File: src/sv/tcs_pkg.sv
package tcs_pkg;

    // Geometry of the history ring and the viewport
    localparam int HIST_LINES     = 1024;
    localparam int LINE_WIDTH     = 80;
    localparam int VIEW_ROWS      = 18;
    localparam int VIEW_FIRST_ROW = 3;

    localparam int LINE_W  = $clog2(HIST_LINES);
    localparam int COL_W   = $clog2(LINE_WIDTH);
    localparam int ROW_W   = $clog2(VIEW_ROWS + 1);
    localparam int OP_W    = 2;
    localparam int CODE_W  = 8;
    localparam int COLOR_W = 8;
    localparam int VAL_W   = 16;
    localparam int ADDR_W  = 17;
    localparam int POS_W   = 11;

    // Small queues between the stages
    localparam int Q_DEPTH = 4;
    localparam int Q_AW    = $clog2(Q_DEPTH);
    localparam int Q_CW    = $clog2(Q_DEPTH + 1) + 1;

    // Request opcodes
    localparam logic [OP_W-1:0] OP_CHAR = 2'd0;
    localparam logic [OP_W-1:0] OP_UP   = 2'd1;
    localparam logic [OP_W-1:0] OP_DOWN = 2'd2;
    localparam logic [OP_W-1:0] OP_ADV  = 2'd3;

    // Control characters
    localparam logic [CODE_W-1:0] CH_NL    = 8'h0A;
    localparam logic [CODE_W-1:0] CH_CR    = 8'h0D;
    localparam logic [CODE_W-1:0] CH_BS    = 8'h08;
    localparam logic [CODE_W-1:0] CH_TAB   = 8'h09;
    localparam logic [CODE_W-1:0] CH_SPACE = 8'h20;
    localparam int TAB_STEP = 4;

    // Classified request kinds
    localparam logic [2:0] CLS_PRINT = 3'd0;
    localparam logic [2:0] CLS_NL    = 3'd1;
    localparam logic [2:0] CLS_CR    = 3'd2;
    localparam logic [2:0] CLS_BS    = 3'd3;
    localparam logic [2:0] CLS_TAB   = 3'd4;
    localparam logic [2:0] CLS_UP    = 3'd5;
    localparam logic [2:0] CLS_DOWN  = 3'd6;
    localparam logic [2:0] CLS_ADV   = 3'd7;

    typedef struct packed {
        logic [2:0]        cls;
        logic [CODE_W-1:0] code;
    } t_cmd;

    // Result before address and cursor products are formed
    typedef struct packed {
        logic              wr;
        logic [LINE_W-1:0] wline;
        logic [COL_W-1:0]  wcol;
        logic [VAL_W-1:0]  val;
        logic [LINE_W-1:0] top;
        logic [LINE_W-1:0] line;
        logic              vis;
        logic [ROW_W-1:0]  row;
        logic [COL_W-1:0]  col;
        logic              follow;
        logic              refresh;
    } t_raw;

    typedef struct packed {
        logic              wr;
        logic [ADDR_W-1:0] addr;
        logic [VAL_W-1:0]  val;
        logic [LINE_W-1:0] top;
        logic [LINE_W-1:0] line;
        logic              vis;
        logic [POS_W-1:0]  pos;
        logic              follow;
        logic              refresh;
    } t_res;

    function automatic logic [LINE_W-1:0] line_inc(input logic [LINE_W-1:0] l);
        return (l == LINE_W'(HIST_LINES - 1)) ? '0 : l + 1'b1;
    endfunction

    function automatic logic [LINE_W-1:0] line_dec(input logic [LINE_W-1:0] l);
        return (l == '0) ? LINE_W'(HIST_LINES - 1) : l - 1'b1;
    endfunction

    // Top line that puts line l on the bottom viewport row
    function automatic logic [LINE_W-1:0] bottom_of(input logic [LINE_W-1:0] l);
        return (l >= LINE_W'(VIEW_ROWS - 1)) ? l - LINE_W'(VIEW_ROWS - 1)
                                             : LINE_W'(32'(l) + HIST_LINES - (VIEW_ROWS - 1));
    endfunction

endpackage

File: src/sv/tcs_front.sv
module tcs_front (
    input  logic                       i_clk,
    input  logic                       i_rst_n,
    input  logic                       i_push,
    input  logic [tcs_pkg::OP_W-1:0]   i_op,
    input  logic [tcs_pkg::CODE_W-1:0] i_code,
    output logic                       o_full,
    output logic                       o_valid,
    output tcs_pkg::t_cmd              o_cmd,
    input  logic                       i_take
);
    import tcs_pkg::*;

    t_cmd              r_q [Q_DEPTH];
    logic [Q_AW-1:0]   r_wp;
    logic [Q_AW-1:0]   r_rp;
    logic [Q_CW-1:0]   r_cnt;
    logic [Q_CW-1:0]   n_cnt;
    t_cmd              cmd_in;
    logic              push_ok;
    logic              take_ok;

    always_comb begin
        cmd_in.code = i_code;
        unique case (i_op)
            OP_CHAR: begin
                unique case (i_code)
                    CH_NL:   cmd_in.cls = CLS_NL;
                    CH_CR:   cmd_in.cls = CLS_CR;
                    CH_BS:   cmd_in.cls = CLS_BS;
                    CH_TAB:  cmd_in.cls = CLS_TAB;
                    default: cmd_in.cls = CLS_PRINT;
                endcase
            end
            OP_UP:   cmd_in.cls = CLS_UP;
            OP_DOWN: cmd_in.cls = CLS_DOWN;
            OP_ADV:  cmd_in.cls = CLS_ADV;
            default: cmd_in.cls = CLS_ADV;
        endcase
    end

    assign o_full  = (r_cnt == Q_CW'(Q_DEPTH));
    assign o_valid = (r_cnt != '0);
    assign o_cmd   = r_q[r_rp];
    assign push_ok = i_push && !o_full;
    assign take_ok = i_take && o_valid;
    assign n_cnt   = r_cnt + Q_CW'(push_ok) - Q_CW'(take_ok);

    always_ff @(posedge i_clk) begin
        if (push_ok) begin
            r_q[r_wp] <= cmd_in;
        end
    end

    always_ff @(posedge i_clk) begin
        if (!i_rst_n) begin
            r_wp  <= '0;
            r_rp  <= '0;
            r_cnt <= '0;
        end else begin
            if (push_ok) begin
                r_wp <= r_wp + 1'b1;
            end
            if (take_ok) begin
                r_rp <= r_rp + 1'b1;
            end
            r_cnt <= n_cnt;
        end
    end

endmodule

File: src/sv/tcs_back.sv
module tcs_back (
    input  logic                        i_clk,
    input  logic                        i_rst_n,
    input  logic                        i_valid,
    input  tcs_pkg::t_cmd               i_cmd,
    output logic                        o_take,
    input  logic [tcs_pkg::COLOR_W-1:0] i_color,
    output logic                        o_empty,
    output tcs_pkg::t_res               o_res,
    input  logic                        i_pop
);
    import tcs_pkg::*;

    // Console state
    logic [COL_W-1:0]  r_col;
    logic [LINE_W-1:0] r_line;
    logic [LINE_W-1:0] r_top;
    logic              r_follow;
    logic [COL_W-1:0]  n_col;
    logic [LINE_W-1:0] n_line;
    logic [LINE_W-1:0] n_top;
    logic              n_follow;

    logic [COL_W:0]    col_ext;
    logic [COL_W:0]    col_nx;
    logic              is_char;
    logic              line_step;
    logic [LINE_W-1:0] line_mid;
    logic [LINE_W-1:0] bot_now;
    logic [LINE_W:0]   diff_ext;
    logic [LINE_W-1:0] diff;
    logic [CODE_W-1:0] wcode;
    t_raw              raw;

    t_raw              r_pipe;
    logic              r_pv;
    t_res              res_b;

    t_res              r_oq [Q_DEPTH];
    logic [Q_AW-1:0]   r_owp;
    logic [Q_AW-1:0]   r_orp;
    logic [Q_CW-1:0]   r_ocnt;
    logic              pop_ok;

    assign col_ext = {1'b0, r_col};
    assign bot_now = bottom_of(r_line);

    always_comb begin
        col_nx     = col_ext;
        is_char    = 1'b0;
        line_step  = 1'b0;
        n_top      = r_top;
        n_follow   = r_follow;
        raw.wr     = 1'b0;
        raw.wline  = r_line;
        raw.wcol   = r_col;
        raw.refresh = 1'b1;
        wcode      = i_cmd.code;

        case (i_cmd.cls)
            CLS_PRINT: begin
                is_char = 1'b1;
                raw.wr  = 1'b1;
                col_nx  = col_ext + 1'b1;
            end
            CLS_NL: begin
                is_char   = 1'b1;
                col_nx    = '0;
                line_step = 1'b1;
            end
            CLS_CR: begin
                is_char = 1'b1;
                col_nx  = '0;
            end
            CLS_BS: begin
                is_char = 1'b1;
                if (r_col != '0) begin
                    col_nx   = col_ext - 1'b1;
                    raw.wr   = 1'b1;
                    raw.wcol = r_col - 1'b1;
                    wcode    = CH_SPACE;
                end
            end
            CLS_TAB: begin
                is_char = 1'b1;
                col_nx  = (col_ext + (COL_W+1)'(TAB_STEP)) & ~(COL_W+1)'(TAB_STEP - 1);
            end
            CLS_UP: begin
                n_top    = line_dec(r_top);
                n_follow = 1'b0;
            end
            CLS_DOWN: begin
                if (r_top == bot_now) begin
                    n_follow    = 1'b1;
                    raw.refresh = 1'b0;
                end else begin
                    n_top = line_inc(r_top);
                    if (line_inc(r_top) == bot_now) begin
                        n_follow = 1'b1;
                    end
                end
            end
            default: begin
                line_step = 1'b1;
            end
        endcase

        // column wrap into the next line
        if (is_char && col_nx >= (COL_W+1)'(LINE_WIDTH)) begin
            col_nx    = '0;
            line_step = 1'b1;
        end
        n_col    = col_nx[COL_W-1:0];
        line_mid = line_step ? line_inc(r_line) : r_line;
        n_line   = line_mid;
        if ((is_char || i_cmd.cls == CLS_ADV) && r_follow) begin
            n_top = bottom_of(line_mid);
        end

        diff_ext = (n_line >= n_top) ? {1'b0, n_line} - {1'b0, n_top}
                                     : (LINE_W+1)'(32'(n_line) + HIST_LINES - 32'(n_top));
        diff     = diff_ext[LINE_W-1:0];

        raw.val    = raw.wr ? {i_color, wcode} : '0;
        raw.top    = n_top;
        raw.line   = n_line;
        raw.vis    = (diff < LINE_W'(VIEW_ROWS));
        raw.row    = diff[ROW_W-1:0];
        raw.col    = n_col;
        raw.follow = n_follow;
    end

    // Take a request only when the result queue can absorb it
    assign o_take = i_valid && ((r_ocnt + Q_CW'(r_pv)) < Q_CW'(Q_DEPTH));

    always_ff @(posedge i_clk) begin
        if (!i_rst_n) begin
            r_col    <= '0;
            r_line   <= '0;
            r_top    <= '0;
            r_follow <= 1'b1;
            r_pv     <= 1'b0;
        end else begin
            r_pv <= o_take;
            if (o_take) begin
                r_col    <= n_col;
                r_line   <= n_line;
                r_top    <= n_top;
                r_follow <= n_follow;
            end
        end
    end

    always_ff @(posedge i_clk) begin
        if (o_take) begin
            r_pipe <= raw;
        end
    end

    // Address and cursor products
    always_comb begin
        res_b.wr      = r_pipe.wr;
        res_b.addr    = r_pipe.wr ? ADDR_W'(ADDR_W'(r_pipe.wline) * ADDR_W'(LINE_WIDTH)
                                            + ADDR_W'(r_pipe.wcol))
                                  : '0;
        res_b.val     = r_pipe.val;
        res_b.top     = r_pipe.top;
        res_b.line    = r_pipe.line;
        res_b.vis     = r_pipe.vis;
        res_b.pos     = r_pipe.vis ? POS_W'((POS_W'(VIEW_FIRST_ROW) + POS_W'(r_pipe.row))
                                            * POS_W'(LINE_WIDTH) + POS_W'(r_pipe.col))
                                   : '0;
        res_b.follow  = r_pipe.follow;
        res_b.refresh = r_pipe.refresh;
    end

    assign o_empty = (r_ocnt == '0);
    assign o_res   = r_oq[r_orp];
    assign pop_ok  = i_pop && !o_empty;

    always_ff @(posedge i_clk) begin
        if (r_pv) begin
            r_oq[r_owp] <= res_b;
        end
    end

    always_ff @(posedge i_clk) begin
        if (!i_rst_n) begin
            r_owp  <= '0;
            r_orp  <= '0;
            r_ocnt <= '0;
        end else begin
            if (r_pv) begin
                r_owp <= r_owp + 1'b1;
            end
            if (pop_ok) begin
                r_orp <= r_orp + 1'b1;
            end
            r_ocnt <= r_ocnt + Q_CW'(r_pv) - Q_CW'(pop_ok);
        end
    end

endmodule

File: src/sv/text_console_scrollback_core.sv
// Text console scrollback core. Push one request per cycle (a character, a
// view scroll-up, a view scroll-down or a line advance); each yields exactly
// one result, in order, holding the history cell write, the view top, the
// write line, the visible cursor position and the follow/refresh flags.
// Sustained rate is one request per cycle, set by the console state update
// in the back stage, while the result queue has room. A result reaches the
// result ports via the input queue, the state update register and the
// result queue, which takes the address and cursor products. Set
// text_color over the register port at address 0 while no request is in
// flight. The history memory is written from the result ports by its owner.
module text_console_scrollback_core (
    input  logic                         i_clk,
    input  logic                         i_rst_n,
    input  logic                         push,
    output logic                         full,
    input  logic [tcs_pkg::OP_W-1:0]     i_op,
    input  logic [tcs_pkg::CODE_W-1:0]   i_char_code,
    output logic                         empty,
    input  logic                         pop,
    output logic                         o_cell_write,
    output logic [tcs_pkg::ADDR_W-1:0]   o_cell_addr,
    output logic [tcs_pkg::VAL_W-1:0]    o_cell_value,
    output logic [tcs_pkg::LINE_W-1:0]   o_view_top,
    output logic [tcs_pkg::LINE_W-1:0]   o_write_line,
    output logic                         o_cursor_visible,
    output logic [tcs_pkg::POS_W-1:0]    o_cursor_pos,
    output logic                         o_auto_follow,
    output logic                         o_refresh,
    input  logic                         psel,
    input  logic                         penable,
    input  logic                         pwrite,
    input  logic [2:0]                   paddr,
    input  logic [31:0]                  pwdata,
    output logic [31:0]                  prdata,
    output logic                         pready
);
    import tcs_pkg::*;

    localparam logic REG_TEXT_COLOR = 1'b0;
    localparam logic [COLOR_W-1:0] COLOR_RESET = 8'd7;

    logic [COLOR_W-1:0] r_color;
    logic               cmd_valid;
    t_cmd               cmd;
    logic               cmd_take;
    t_res               res;

    assign pready = 1'b1;
    assign prdata = (paddr[2] == REG_TEXT_COLOR) ? 32'(r_color) : '0;

    always_ff @(posedge i_clk) begin
        if (!i_rst_n) begin
            r_color <= COLOR_RESET;
        end else if (psel && penable && pwrite && paddr[2] == REG_TEXT_COLOR) begin
            r_color <= pwdata[COLOR_W-1:0];
        end
    end

    tcs_front u_front (
        .i_clk   (i_clk),
        .i_rst_n (i_rst_n),
        .i_push  (push),
        .i_op    (i_op),
        .i_code  (i_char_code),
        .o_full  (full),
        .o_valid (cmd_valid),
        .o_cmd   (cmd),
        .i_take  (cmd_take)
    );

    tcs_back u_back (
        .i_clk   (i_clk),
        .i_rst_n (i_rst_n),
        .i_valid (cmd_valid),
        .i_cmd   (cmd),
        .o_take  (cmd_take),
        .i_color (r_color),
        .o_empty (empty),
        .o_res   (res),
        .i_pop   (pop)
    );

    assign o_cell_write     = res.wr;
    assign o_cell_addr      = res.addr;
    assign o_cell_value     = res.val;
    assign o_view_top       = res.top;
    assign o_write_line     = res.line;
    assign o_cursor_visible = res.vis;
    assign o_cursor_pos     = res.pos;
    assign o_auto_follow    = res.follow;
    assign o_refresh        = res.refresh;

endmodule
File: config.mk
export PLATFORM = sky130hd
export DESIGN_NAME = text_console_scrollback_core
export DESIGN_NICKNAME = d
export VERILOG_FILES = /design/src/sv/tcs_pkg.sv /design/src/sv/tcs_front.sv /design/src/sv/tcs_back.sv /design/src/sv/text_console_scrollback_core.sv
export SDC_FILE = /design/constraint.sdc
export NUM_CORES = 1
export LEC_CHECK = 0
export BUFFER_PORTS_ARGS = -buffer_cell sky130_fd_sc_hd__buf_4
export CAP_MARGIN = 20
export CORE_MARGIN = 1
export CORE_UTILIZATION = 55
export DETAILED_ROUTE_END_ITERATION = 8
export GPL_ROUTABILITY_DRIVEN = 0
export GPL_TIMING_DRIVEN = 0
export HOLD_SLACK_MARGIN = 0.08
export PLACE_DENSITY = 0.81
export SKIP_CTS_REPAIR_TIMING = 1
export SLEW_MARGIN = 20
export SYNTH_ARGS = -nofsm -noshare
export SYNTH_HDL_FRONTEND = slang
export SYNTH_HIERARCHICAL = 1
export SYNTH_SLANG_ARGS = --single-unit
File: constraint.sdc
create_clock -name i_clk -period 5.7 [get_ports i_clk]
set_input_delay 0.57 -clock i_clk [delete_from_list [all_inputs] [get_ports i_clk]]
set_output_delay 0.57 -clock i_clk [all_outputs]
set_load 0.05 [all_outputs]
==> results by group <==
Finish
  • Final Util: 0.655
  • Layout cells sized above 1: 0.237
  • Final Cell Area: 24000 sq um
  • # nets final: between 1500 and 2000
  • Number of fill cells: 2485
  • Final Non-Filler Cells: 2129
  • P&R area growth vs syn: 17.0%
  • N_diodes: 0

Worst setup path
  • R2R Setup Slk: 0.007 ns
  • R2R cell count: 27
  • WP buf/inv: 4
  • Setup CP Type: flop to flop
  • Crit-path slowest cell: mux4_2
  • CP endpoint kind: flop
  • Crit-path max cell delay: 0.55 ns
  • Req. time, crit path: 6.10 ns
  • Data arrival, critical path: a little over 6 ns
  • Worst Setup Start Kind: flop
  • Worst Path Max Fanout: 10
  • CP delay by family, top: simple AND/OR/NAND/NOR gates
  • Reg-to-Reg End: u_back/r_pipe[14]$_DFFE_PP_

Clock network
  • Clk slew on worst S/H paths: approximately 0.060 ns
  • CTS buffer count: 44
  • H-tree depth: 2
  • CTS tree: built
  • Clock root buffer: clkbuf_16
  • CTS Sinks: 442
  • Clk buf depth: 3
  • Skew-Pair Late Insertion Delay: 0.56 ns

Power and ir drop
  • PwrDens: 642 nW/um^2
  • Power Total: about 15 mW
  • LEAKAGE: 8.84 nW
  • Worst VDD drop: 0.000470 V

Global routing
  • First-pass GRT wire length: 68.7 mm
  • Overflow after GRT: 0
  • Gr usage total: 0.233
  • Initial antenna violation count: 0
  • Vias in the first global route: 12400
  • Largest net degree at the start of global routing: 48

Synth
  • Asr flop ratio synth: 0
  • Count leader, synth: edfxtp_1
  • Post-synth top cells: 385 x edfxtp_1, 90 x nand2_1, 79 x mux4_2
  • Synthesized instance count: 1421
  • Ys Warns: 6
  • EDFF count, synth: approximately 390
  • Top cells by area, synth: edfxtp_1 56%, mux4_2 8.7%, dfxtp_1 5.5%
  • #FFs+latches synth: 442
  • Post-Syn Area per Cell: about 14 sq um
  • Area leader, netlist: edfxtp_1
  • Mapped Area: 20600 sq um
  • Post-synthesis sequential area ratio: 0.618
  • Area fraction of the dominant cell type after synthesis: 0.562
  • Synth Flop Type: edfxtp_1
  • Yosys cell types: between 90 and 100

Placement
  • Placed cell count: 2020
  • Port Buffer Count: 103
  • HPWL Detailed: approximately 29 mm
  • DP Worst Slack: -1.12 ns
  • Placed Area: 22200 sq um

Timing
  • Final setup fails: 0
  • Worst clock skew: 0.0220 ns
  • Hold Slack: approximately 0.22 ns
  • Worst slew pin tran: 0.915 ns
  • Hold Vio Cnt, Final: 0
  • Slew margin rel.: 0.390
  • Slew Limit Fails: 0
  • Tmin final: between 5 and 6 ns
  • Fmax: about 0.18 GHz
  • Final WS setup: 0.00672 ns
  • Setup_tns: 0 ns
  • Final period util: 0.999

Routing
  • Remaining antenna violation count: 0
  • Wire length per cell: 20.8 um
  • Drt first pass iters: 6
  • Final wirelength: around 44 mm
  • Via count: 12700
  • Initial drt markers: 1380
  • Vias per cell: 5.95
  • Drt drc: 0

Worst hold path
  • Hold path endpoint: u_front/r_q[1][3]$_DFFE_PP_
  • HP Class: input pin to flop
  • Hold path cells: 1
  • Hold path start: i_char_code[3]

Flow run
  • Max-cap violation count: 0

Die
  • Die area: 38200 sq um
  • DIE WIDTH: 195 um
  • Ports: around 160
  • Core ar.: 36700 sq um
  • Initial Util: 0.560
  • Row count: 70
  • Die height: 195 um

Status
  • Status: completed
## worst max path at each step
stage	from	end	slack (ns)	depth (start not counted)
floorplan	flop	u_back/r_pipe[14]$_DFFE_PP_	0.12	25
global route	flop	u_back/r_pipe[14]$_DFFE_PP_	-0.18	27
global placement	flop	u_back/r_pipe[14]$_DFFE_PP_	-0.95	25
detailed placement	flop	u_back/r_pipe[14]$_DFFE_PP_	-1.12	25
CTS	flop	u_back/r_pipe[14]$_DFFE_PP_	-1.20	25
finish	flop	u_back/r_pipe[14]$_DFFE_PP_	0.007	27
## layout by cell type, fill, tap and decap left out, drive strengths merged, types with 11 or more instances in the layout
| cell type | instances |
|---|---|
| clkinv | 16 |
| nand2b | 12 |
| and3 | 11 |
| nand3 | 24 |
| edfxtp | 385 |
| nor2 | 67 |
| xnor2 | 56 |
| a21boi | 16 |
| a21o | 19 |
| xor2 | 30 |
| mux4 | 79 |
| inv | 56 |
| buf | 184 |
| nor2b | 21 |
| nor3 | 19 |
| ha | 66 |
| a21oi | 47 |
| clkbuf | 106 |
| dfxtp | 57 |
| nand2 | 91 |
| and2 | 65 |
| o21ai | 39 |
| mux2i | 20 |
| conb | 25 |
## flip-flops by register name, summed over array words and instances (netlist names), named ones only
| name | flops |
|---|---|
| u_back/r_col | 7 |
| u_back/r_pipe | 69 |
| u_front/r_q | 44 |
| u_front/r_rp | 2 |
| u_back/r_pv | 1 |
| u_back/r_owp | 2 |
| u_back/r_follow | 1 |
| u_front/r_cnt | 4 |
| u_back/r_orp | 2 |
| u_back/r_oq | 272 |
| u_front/r_wp | 2 |
| r_color | 8 |
| u_back/r_ocnt | 4 |
| u_back/r_top | 10 |
| u_back/r_line | 10 |
## layout make-up
type / instances / area, sq um / area share
clock buffers: 56 / 1190 / 0.0494
flip-flops and latches: 442 / 12700 / 0.528
repair buffers: 139 / 1140 / 0.0472
well taps: 468 / 586 / 0.0243
plain buffers: 95 / 519 / 0.0216
inverters: 52 / 195 / 0.00812
multi-input cells: 852 / 7490 / 0.311
clock inverters: 25 / 229 / 0.00952
## kinds of logic after synthesis
kind of cell | Yosys count | share of synthesized area
other | 2 | 0.000365
XOR/XNOR | 86 | 0.0366
AND/OR/NAND/NOR | 373 | 0.0978
buffers and inverters | 150 | 0.0342
multiplexers | 100 | 0.0970
flip-flops | 442 | 0.618
adder cells (fa/ha/maj) | 72 | 0.0460
AO/OA/AOI/OAI | 196 | 0.0702
## worst register-to-register path: cells and delay by family (launching register included)
family	cells	cell delay, ns
compound gates	7	1.21
xor+xnor	2	0.35
fa+ha+maj	2	0.47
buf+inv	4	0.57
flops	1	0.36
mux	1	0.55
simple gates	11	2.01
## power breakdown
group          switching (mW)  leakage [nW]  total [mW]  internal, mW
registers               0.403          4.07        5.23          4.82
logic                    4.65          4.09        7.42          2.77
clock network            1.18         0.685        2.80          1.62
## layer usage
| metal | global-route usage | part of all wire | vias to the layer above |
|---|---|---|---|
| li1 | - | - | 5722 |
| met1 | 0.305 | 0.40 | 6295 |
| met2 | 0.397 | 0.51 | 531 |
| met3 | 0.0318 | 0.059 | 121 |
| met4 | 0.0860 | 0.036 | 0 |
| met5 | 0 | 0 | - |
Note: power is estimated with default switching activity, not from simulation.
